<file path="config.mk">
export PLATFORM = sky130hd
export DESIGN_NAME = dijkstra_path_finder
export DESIGN_NICKNAME = d
export VERILOG_FILES = /design/src/sv/dpf_pkg.sv /design/src/sv/dpf_edge_store.sv /design/src/sv/dijkstra_path_finder.sv
export SDC_FILE = /design/constraint.sdc
export NUM_CORES = 2
export LEC_CHECK = 0
export BUFFER_PORTS_ARGS = -buffer_cell sky130_fd_sc_hd__buf_2
export CELL_PAD_IN_SITES_DETAIL_PLACEMENT = 0
export CELL_PAD_IN_SITES_GLOBAL_PLACEMENT = 2
export CORE_MARGIN = 5
export CORE_UTILIZATION = 52
export CTS_CLUSTER_DIAMETER = 100
export CTS_CLUSTER_SIZE = 24
export DETAILED_ROUTE_END_ITERATION = 10
export PLACE_DENSITY_LB_ADDON = 0.1
export SLEW_MARGIN = 0
export SYNTH_ARGS = -nofsm -noshare
export SYNTH_HDL_FRONTEND = slang
export SYNTH_SLANG_ARGS = --single-unit
</file>
<file path="constraint.sdc">
create_clock -name clk -period 19.45 [get_ports clk]
set_clock_uncertainty 0.05 [all_clocks]
set_input_delay 1.945 -clock clk [delete_from_list [all_inputs] [get_ports clk]]
set_output_delay 1.945 -clock clk [all_outputs]
set_load 0.005 [all_outputs]
</file>
<file path="src/sv/dpf_pkg.sv">
// Package for the shortest-path engine: sizes, command codes, sequencer states.
// No dependencies.
package dpf_pkg;
  localparam int NodeCount = 8;
  localparam int EdgeCount = 32;
  localparam int NodeW = 3;
  localparam int EdgeIdxW = 5;
  localparam int EdgeCntW = 6;
  localparam int WeightW = 16;
  localparam int DistW = 25;
  localparam int LimitW = 24;
  localparam logic [LimitW-1:0] LimitReset = 24'd37267;

  typedef enum logic [1:0] {
    CMD_APPEND = 2'd0,
    CMD_QUERY  = 2'd1,
    CMD_CLEAR  = 2'd2,
    CMD_NONE   = 2'd3
  } cmd_t;

  typedef enum logic [2:0] {
    ST_IDLE,
    ST_SELECT,
    ST_RELAX,
    ST_TRACE,
    ST_EMIT
  } state_t;

  // Edge record read from the edge store.
  typedef struct packed {
    logic [NodeW-1:0]   a;
    logic [NodeW-1:0]   b;
    logic [WeightW-1:0] w;
  } edge_t;
endpackage

</file>
<file path="src/sv/dpf_edge_store.sv">
// Edge list memory: one write port, one registered read port.
// Depends on dpf_pkg.
module dpf_edge_store (
  input  logic                          clk,
  input  logic                          wr_en,
  input  logic [dpf_pkg::EdgeIdxW-1:0]  wr_addr,
  input  dpf_pkg::edge_t                wr_data,
  input  logic [dpf_pkg::EdgeIdxW-1:0]  rd_addr,
  output dpf_pkg::edge_t                rd_data
);
  dpf_pkg::edge_t mem [dpf_pkg::EdgeCount];

  always_ff @(posedge clk) begin
    if (wr_en) begin
      mem[wr_addr] <= wr_data;
    end
    rd_data <= mem[rd_addr];
  end
endmodule

</file>
<file path="src/sv/dijkstra_path_finder.sv">
// Shortest-path engine: top level with the query sequencer and node arrays.
// Depends on dpf_pkg and dpf_edge_store.
//
// Append and clear commands complete without leaving idle, so busy never
// rises for them. A query sets busy and runs Dijkstra over 8 nodes with one
// shared compare/add unit: each round scans the nodes for the minimum, then
// walks the edge list through the single read port of the edge memory. One
// more scan finds no candidate and ends the search; then the parent trace
// runs and the route is emitted. Results come out one per cycle with
// result_valid high; the receiver cannot stall them.
// The last node of a route carries last_node.
module dijkstra_path_finder (
  input  logic                          clk,
  input  logic                          rst,
  input  logic                          start,
  output logic                          busy,
  input  logic                          cfg_we,
  input  logic [dpf_pkg::LimitW-1:0]    cfg_data,
  input  logic [1:0]                    cmd,
  input  logic [dpf_pkg::NodeW-1:0]     edge_from,
  input  logic [dpf_pkg::NodeW-1:0]     edge_to,
  input  logic [dpf_pkg::WeightW-1:0]   edge_weight,
  input  logic [dpf_pkg::NodeW-1:0]     source_node,
  input  logic [dpf_pkg::NodeW-1:0]     dest_node,
  output logic                          result_valid,
  output logic [dpf_pkg::NodeW-1:0]     path_node,
  output logic [dpf_pkg::DistW-1:0]     total_distance,
  output logic                          reachable,
  output logic                          last_node
);
  localparam int NW = dpf_pkg::NodeW;
  localparam int DW = dpf_pkg::DistW;

  dpf_pkg::state_t state, state_next;

  logic [dpf_pkg::LimitW-1:0]   limit;
  logic [dpf_pkg::EdgeCntW-1:0] edge_total;
  logic [DW-1:0]                node_dist [dpf_pkg::NodeCount];
  logic [dpf_pkg::NodeCount-1:0] done;
  logic [dpf_pkg::NodeCount-1:0] has_par;
  logic [NW-1:0]                par [dpf_pkg::NodeCount];
  logic [NW-1:0]                route [dpf_pkg::NodeCount];

  logic [NW-1:0]   dst;
  logic [NW-1:0]   scan;       // node scan index
  logic [DW-1:0]   best;
  logic [NW-1:0]   u;
  logic            found;
  logic [dpf_pkg::EdgeCntW-1:0] eidx; // edge read address, one ahead
  logic            rd_ok;      // edge read data valid this cycle
  logic [NW:0]     cnt;        // route length
  logic [NW-1:0]   cur;
  logic            reach;
  logic [DW-1:0]   dist_out;

  logic            accept;
  logic            do_append;
  dpf_pkg::edge_t  wr_rec, rd_rec;
  logic [DW-1:0]   cand;
  logic [NW-1:0]   nb;
  logic            relax_hit;
  logic [DW-1:0]   limit_ext;

  assign busy      = (state != dpf_pkg::ST_IDLE);
  assign accept    = start && !busy;
  assign do_append = accept && (cmd == dpf_pkg::CMD_APPEND) &&
                     (edge_total < dpf_pkg::EdgeCntW'(dpf_pkg::EdgeCount));
  assign wr_rec    = '{a: edge_from, b: edge_to, w: edge_weight};
  assign limit_ext = DW'(limit);

  dpf_edge_store u_store (
    .clk     (clk),
    .wr_en   (do_append),
    .wr_addr (edge_total[dpf_pkg::EdgeIdxW-1:0]),
    .wr_data (wr_rec),
    .rd_addr (eidx[dpf_pkg::EdgeIdxW-1:0]),
    .rd_data (rd_rec)
  );

  // Shared relax unit: pick neighbor, one add, one compare.
  always_comb begin
    nb = rd_rec.b;
    relax_hit = 1'b0;
    if (rd_rec.a == u && !done[rd_rec.b]) begin
      nb = rd_rec.b;
      relax_hit = 1'b1;
    end else if (rd_rec.b == u && !done[rd_rec.a]) begin
      nb = rd_rec.a;
      relax_hit = 1'b1;
    end
    cand = node_dist[u] + DW'(rd_rec.w);
    relax_hit = relax_hit && (cand < node_dist[nb]);
  end

  always_comb begin
    state_next = state;
    case (state)
      dpf_pkg::ST_IDLE:
        if (accept && cmd == dpf_pkg::CMD_QUERY) state_next = dpf_pkg::ST_SELECT;
      dpf_pkg::ST_SELECT:
        if (scan == NW'(dpf_pkg::NodeCount - 1)) begin
          if (found || (!done[scan] && node_dist[scan] < best)) state_next = dpf_pkg::ST_RELAX;
          else state_next = dpf_pkg::ST_TRACE;
        end
      dpf_pkg::ST_RELAX:
        if (eidx == edge_total && (rd_ok || edge_total == '0) && !(rd_ok && eidx != edge_total))
          state_next = dpf_pkg::ST_SELECT;
      dpf_pkg::ST_TRACE:
        if (!reach || !has_par[cur] || cnt == (NW+1)'(dpf_pkg::NodeCount))
          state_next = dpf_pkg::ST_EMIT;
      dpf_pkg::ST_EMIT:
        if (cnt == (NW+1)'(1)) state_next = dpf_pkg::ST_IDLE;
      default: state_next = dpf_pkg::ST_IDLE;
    endcase
  end

  always_ff @(posedge clk) begin
    if (rst) state <= dpf_pkg::ST_IDLE;
    else state <= state_next;
  end

  // Configuration and edge count.
  always_ff @(posedge clk) begin
    if (rst) begin
      limit <= dpf_pkg::LimitReset;
      edge_total <= '0;
    end else begin
      if (cfg_we) limit <= cfg_data;
      if (accept && cmd == dpf_pkg::CMD_CLEAR) edge_total <= '0;
      else if (do_append) edge_total <= edge_total + 1'b1;
    end
  end

  // Datapath of the query sequencer.
  always_ff @(posedge clk) begin
    result_valid <= !rst && (state == dpf_pkg::ST_EMIT);
    case (state)
      dpf_pkg::ST_IDLE: begin
        if (accept && cmd == dpf_pkg::CMD_QUERY) begin
          for (int i = 0; i < dpf_pkg::NodeCount; i++) begin
            node_dist[i] <= (NW'(i) == source_node) ? '0 : limit_ext;
          end
          done <= '0;
          has_par <= '0;
          dst <= dest_node;
          scan <= '0;
          best <= limit_ext;
          found <= 1'b0;
        end
      end
      dpf_pkg::ST_SELECT: begin
        // Strict compare keeps the lowest index among equal minima.
        if (!done[scan] && node_dist[scan] < best) begin
          best <= node_dist[scan];
          u <= scan;
          found <= 1'b1;
        end
        scan <= scan + 1'b1;
        if (scan == NW'(dpf_pkg::NodeCount - 1)) begin
          if (found || (!done[scan] && node_dist[scan] < best)) begin
            done[(!done[scan] && node_dist[scan] < best) ? scan : u] <= 1'b1;
            eidx <= '0;
            rd_ok <= 1'b0;
          end else begin
            reach <= node_dist[dst] < limit_ext;
            dist_out <= node_dist[dst];
            cur <= dst;
            route[0] <= dst;
            cnt <= (NW+1)'(1);
          end
        end
      end
      dpf_pkg::ST_RELAX: begin
        // rd_rec holds edge eidx-1 when rd_ok.
        if (rd_ok && relax_hit) begin
          node_dist[nb] <= cand;
          par[nb] <= u;
          has_par[nb] <= 1'b1;
        end
        if (eidx != edge_total) begin
          eidx <= eidx + 1'b1;
          rd_ok <= 1'b1;
        end else begin
          rd_ok <= 1'b0;
        end
        if (state_next == dpf_pkg::ST_SELECT) begin
          scan <= '0;
          best <= limit_ext;
          found <= 1'b0;
        end
      end
      dpf_pkg::ST_TRACE: begin
        if (reach && has_par[cur] && cnt != (NW+1)'(dpf_pkg::NodeCount)) begin
          route[cnt[NW-1:0]] <= par[cur];
          cur <= par[cur];
          cnt <= cnt + 1'b1;
        end
      end
      dpf_pkg::ST_EMIT: begin
        path_node <= route[NW'(cnt - 1'b1)];
        total_distance <= reach ? dist_out : '0;
        reachable <= reach;
        last_node <= (cnt == (NW+1)'(1));
        cnt <= cnt - 1'b1;
      end
      default: ;
    endcase
  end

  // Results appear only while the route is being emitted.
  assert property (@(posedge clk) disable iff (rst)
    result_valid |-> $past(state) == dpf_pkg::ST_EMIT)
    else $error("result outside emit");
  // The edge count never exceeds capacity.
  assert property (@(posedge clk) disable iff (rst)
    edge_total <= dpf_pkg::EdgeCntW'(dpf_pkg::EdgeCount))
    else $error("edge count overflow");
  // The last route node ends the query.
  assert property (@(posedge clk) disable iff (rst)
    result_valid && last_node |-> state == dpf_pkg::ST_IDLE)
    else $error("last node without idle");
endmodule

</file>
==> results.yml <==
clock_tree:
  cts_tree: "done"
  cts_buffers: 55
  cts_resized: 0
  cts.sink_count: 1141
  cts_root_buffer: "clkbuf_16"
  postCtsSetupBuffers: 0
  htreeDepth: 2
  cts_hold_buffers: 0
  clk_pin_slew_worst_paths_ns: 0.10
  worstSkewPairLatency_ns: 0.71
  clockBufferDepth: 3
synthesis:
  synth_edf_count: 1073
  synth_seq_cells: 1141
  syn_nets: 3487
  syn_inst: 3331
  ys.warnings.count: 0
  async_flop_share: 0
  synth.avg_cell_area_sq_um: 16.19
  syn_area_sq_um: 53920
  synth-main-ff-cell: "edfxtp_1"
  yosysSeqAreaShare: 0.6228
  yosysUniqueCellTypes: 73
floorplanning:
  die_w_um: 332.0
  dieHeight_um: 332.0
  start_util: 0.5225
  pin_count: 90
  die-area_sq_um: 110200
  row_count: 118
  core_area_sq_um: 103200
place:
  gp_congestion: 0.8876
  hpwl_um: 98070
  port-buffer-count: 89
  pre_cts_slack_ns: 10.53
  dpl.cell_count: 4654
  dpl_cell_area_sq_um: 56260
global_route:
  grt_overflow_total: 0
  grt_max_degree: 125
  antenna_found_initial: 11
  grt_pass1_vias: 31440
  grt_use_total: 0.2788
  grt_first_pass_wirelength_um: 224000
finish:
  nets: 3487
  final_area_sq_um: 57980
  drive_gt1_frac: 0.2405
  stdcell_count: 4762
  post-route-util: 0.5618
  final_cell_mix: "edfxtp_1 (1073), mux4_2 (387), nand2_1 (354), mux2i_1 (237), mux2_2 (108)"
  final_common_cell: "edfxtp_1"
  syn2layout_area_growth_pct: 7.523
worst_setup_path:
  crit_top_cell: "buf_4"
  slowest_delay_ns: 0.69
  crit_path_top_delay_cell: "nor2_4"
  crit_fanout: 32
  worstSetupPathType: "reg2reg"
  cp-end-kind: "register"
  path_delay_family: "compound AO/OA/AOI/OAI gates"
  rrSetupSlack_ns: 10.40
  cp.arrival_ns: 9.41
  crit_path_start_kind: "register"
  worst-path-buf-inv: 5
  required_ns: 19.81
sta:
  rsz0062_at_grt: "no"
  fmax_mhz: 110.6
  maxSlewHeadroom: 0.1450
  final.setup.worst_slack_ns: 10.40
  post-route-period-util: 0.4650
  setup_tns_ns: 0
  setup_violations: 0
  worst_pin_slew_ns: 1.279
  finalCriticalPeriod_ns: 9.045
  hold_viol: 0
  drv_slew: 0
job:
  maxCapViolCount: 0
route:
  wl_met3_um: 9855
  viasPerCell: 6.515
  drtAntennaViolNets: 0
  top_layer_used: "met5"
  firstDrtPassIters: 6
  routedWlPerCell_um: 32.78
  drc: 0
  drt_iter0_drc: 3652
  drt-met1-wl_um: 60660
  vias: 31020
  wl_um: 156100
  route.met2.wl_um: 78620
pwr:
  irDropWorstVdd_mv: 0.09282
  leakage_uw: 0.01864
  p_per_area_nw_per_um2: 79.81
hold_path:
  hold_class: "reg2reg"
run_status:
  status: "finished, final reports clean"
## metal layers
layer,vias to the layer above,track usage
li1,13130,-
met1,16210,0.3659
met2,1368,0.4783
met3,318,0.03898
met4,6,0.1056
met5,-,0
## per-stage QoR
stage / power (uW) / hold slack, ns
floorplan: 3119 / 0.4452
global placement: 3305 / 0.4597
detailed placement: 3315 / 0.4629
CTS: 4646 / 0.4862
global route: 4785 / 0.5035
finish: 4627 / 0.4833
## kinds of logic (layout without fill, tap and decap cells)
group           after synthesis  count (layout)  share of synthesized area
simple gates                688             688                    0.05806
mux                         739             739                     0.2296
flops                      1141            1141                     0.6228
compound gates              295             295                    0.03571
buf+inv                     330             376                    0.02450
fa+ha+maj                    98              98                    0.02288
other cells                   0               5                          0
xor+xnor                     40              40                   0.006497
## final timing paths
check	from	endpoint	depth (start not counted)
max	register	node_dist[7][20]$_DFFE_PP_	25
min	dist_out[3]$_DFFE_PP_	total_distance[3]$_SDFFCE_PN0N_	1
max reg2reg	register	node_dist[7][20]$_DFFE_PP_	25
min reg2reg	dist_out[3]$_DFFE_PP_	total_distance[3]$_SDFFCE_PN0N_	1
## registers in the layout (all words and copies together), names as in the netlist, 4 cells and up, named ones only
| name | flops |
|---|---|
| par | 24 |
| has_par | 8 |
| u_store.rd_data | 22 |
| limit | 24 |
| best | 25 |
| eidx | 6 |
| done | 8 |
| u_store.mem | 704 |
| node_dist | 200 |
| edge_total | 6 |
| total_distance | 25 |
| route | 24 |
| dist_out | 25 |
| cnt | 4 |
## final cells by class
cell class,count,area [sq um]
Fill cell,7874,45220
Sequential cell,1141,33600
Multi-Input combinational cell,1860,19480
Tap cell,1380,1727
Clock buffer,94,1554
Timing Repair Buffer,172,1081
Inverter,101,379.1
Clock inverter,9,145.1
Antenna cell,5,12.51
## cell usage after synthesis (23+ instances only)
master	instances	area, sq um
clkbuf_1	159	596.8
edfxtp_1	1073	32220
mux2_2	108	1216
nor3_1	31	155.2
a22oi_1	53	397.9
a21oi_1	65	325.3
ha_1	97	1214
o21ai_0	70	350.3
mux2i_1	241	2412
mux4_2	387	8716
a21o_1	23	172.7
buf_1	40	150.1
inv_1	99	371.6
nor2_1	132	495.5
dfxtp_1	68	1361
nand2_1	354	1329
and2_1	27	168.9
## worst reg2reg max path: stages (launching register included)
cell	delay, ns
dfxtp_4	0.60
buf_4	0.64
mux4_2	0.61
mux2_2	0.28
ha_1	0.22
inv_1	0.09
fa_1	0.22
nor2b_1	0.07
o31a_1	0.29
o211ai_1	0.30
a21boi_0	0.25
o41ai_1	0.47
buf_4	0.23
nor4b_1	0.08
xor2_1	0.55
inv_1	0.11
ha_1	0.33
and3_1	0.23
nand4_1	0.14
a211oi_1	0.06
a221o_1	0.43
nor2_1	0.59
a31oi_4	0.59
nor2_4	0.70
buf_4	0.47
mux2i_1	0.16
## report_power, final
group	total (uW)	internal [uW]	leakage, uW	switching [uW]
Combinational	499	193	0.00755	306
Clock	1360	573	0.000809	789
Sequential	2770	2720	0.0103	50.1
Total	4630	3480	0.0186	1150
(Power assumes the default switching activity.)
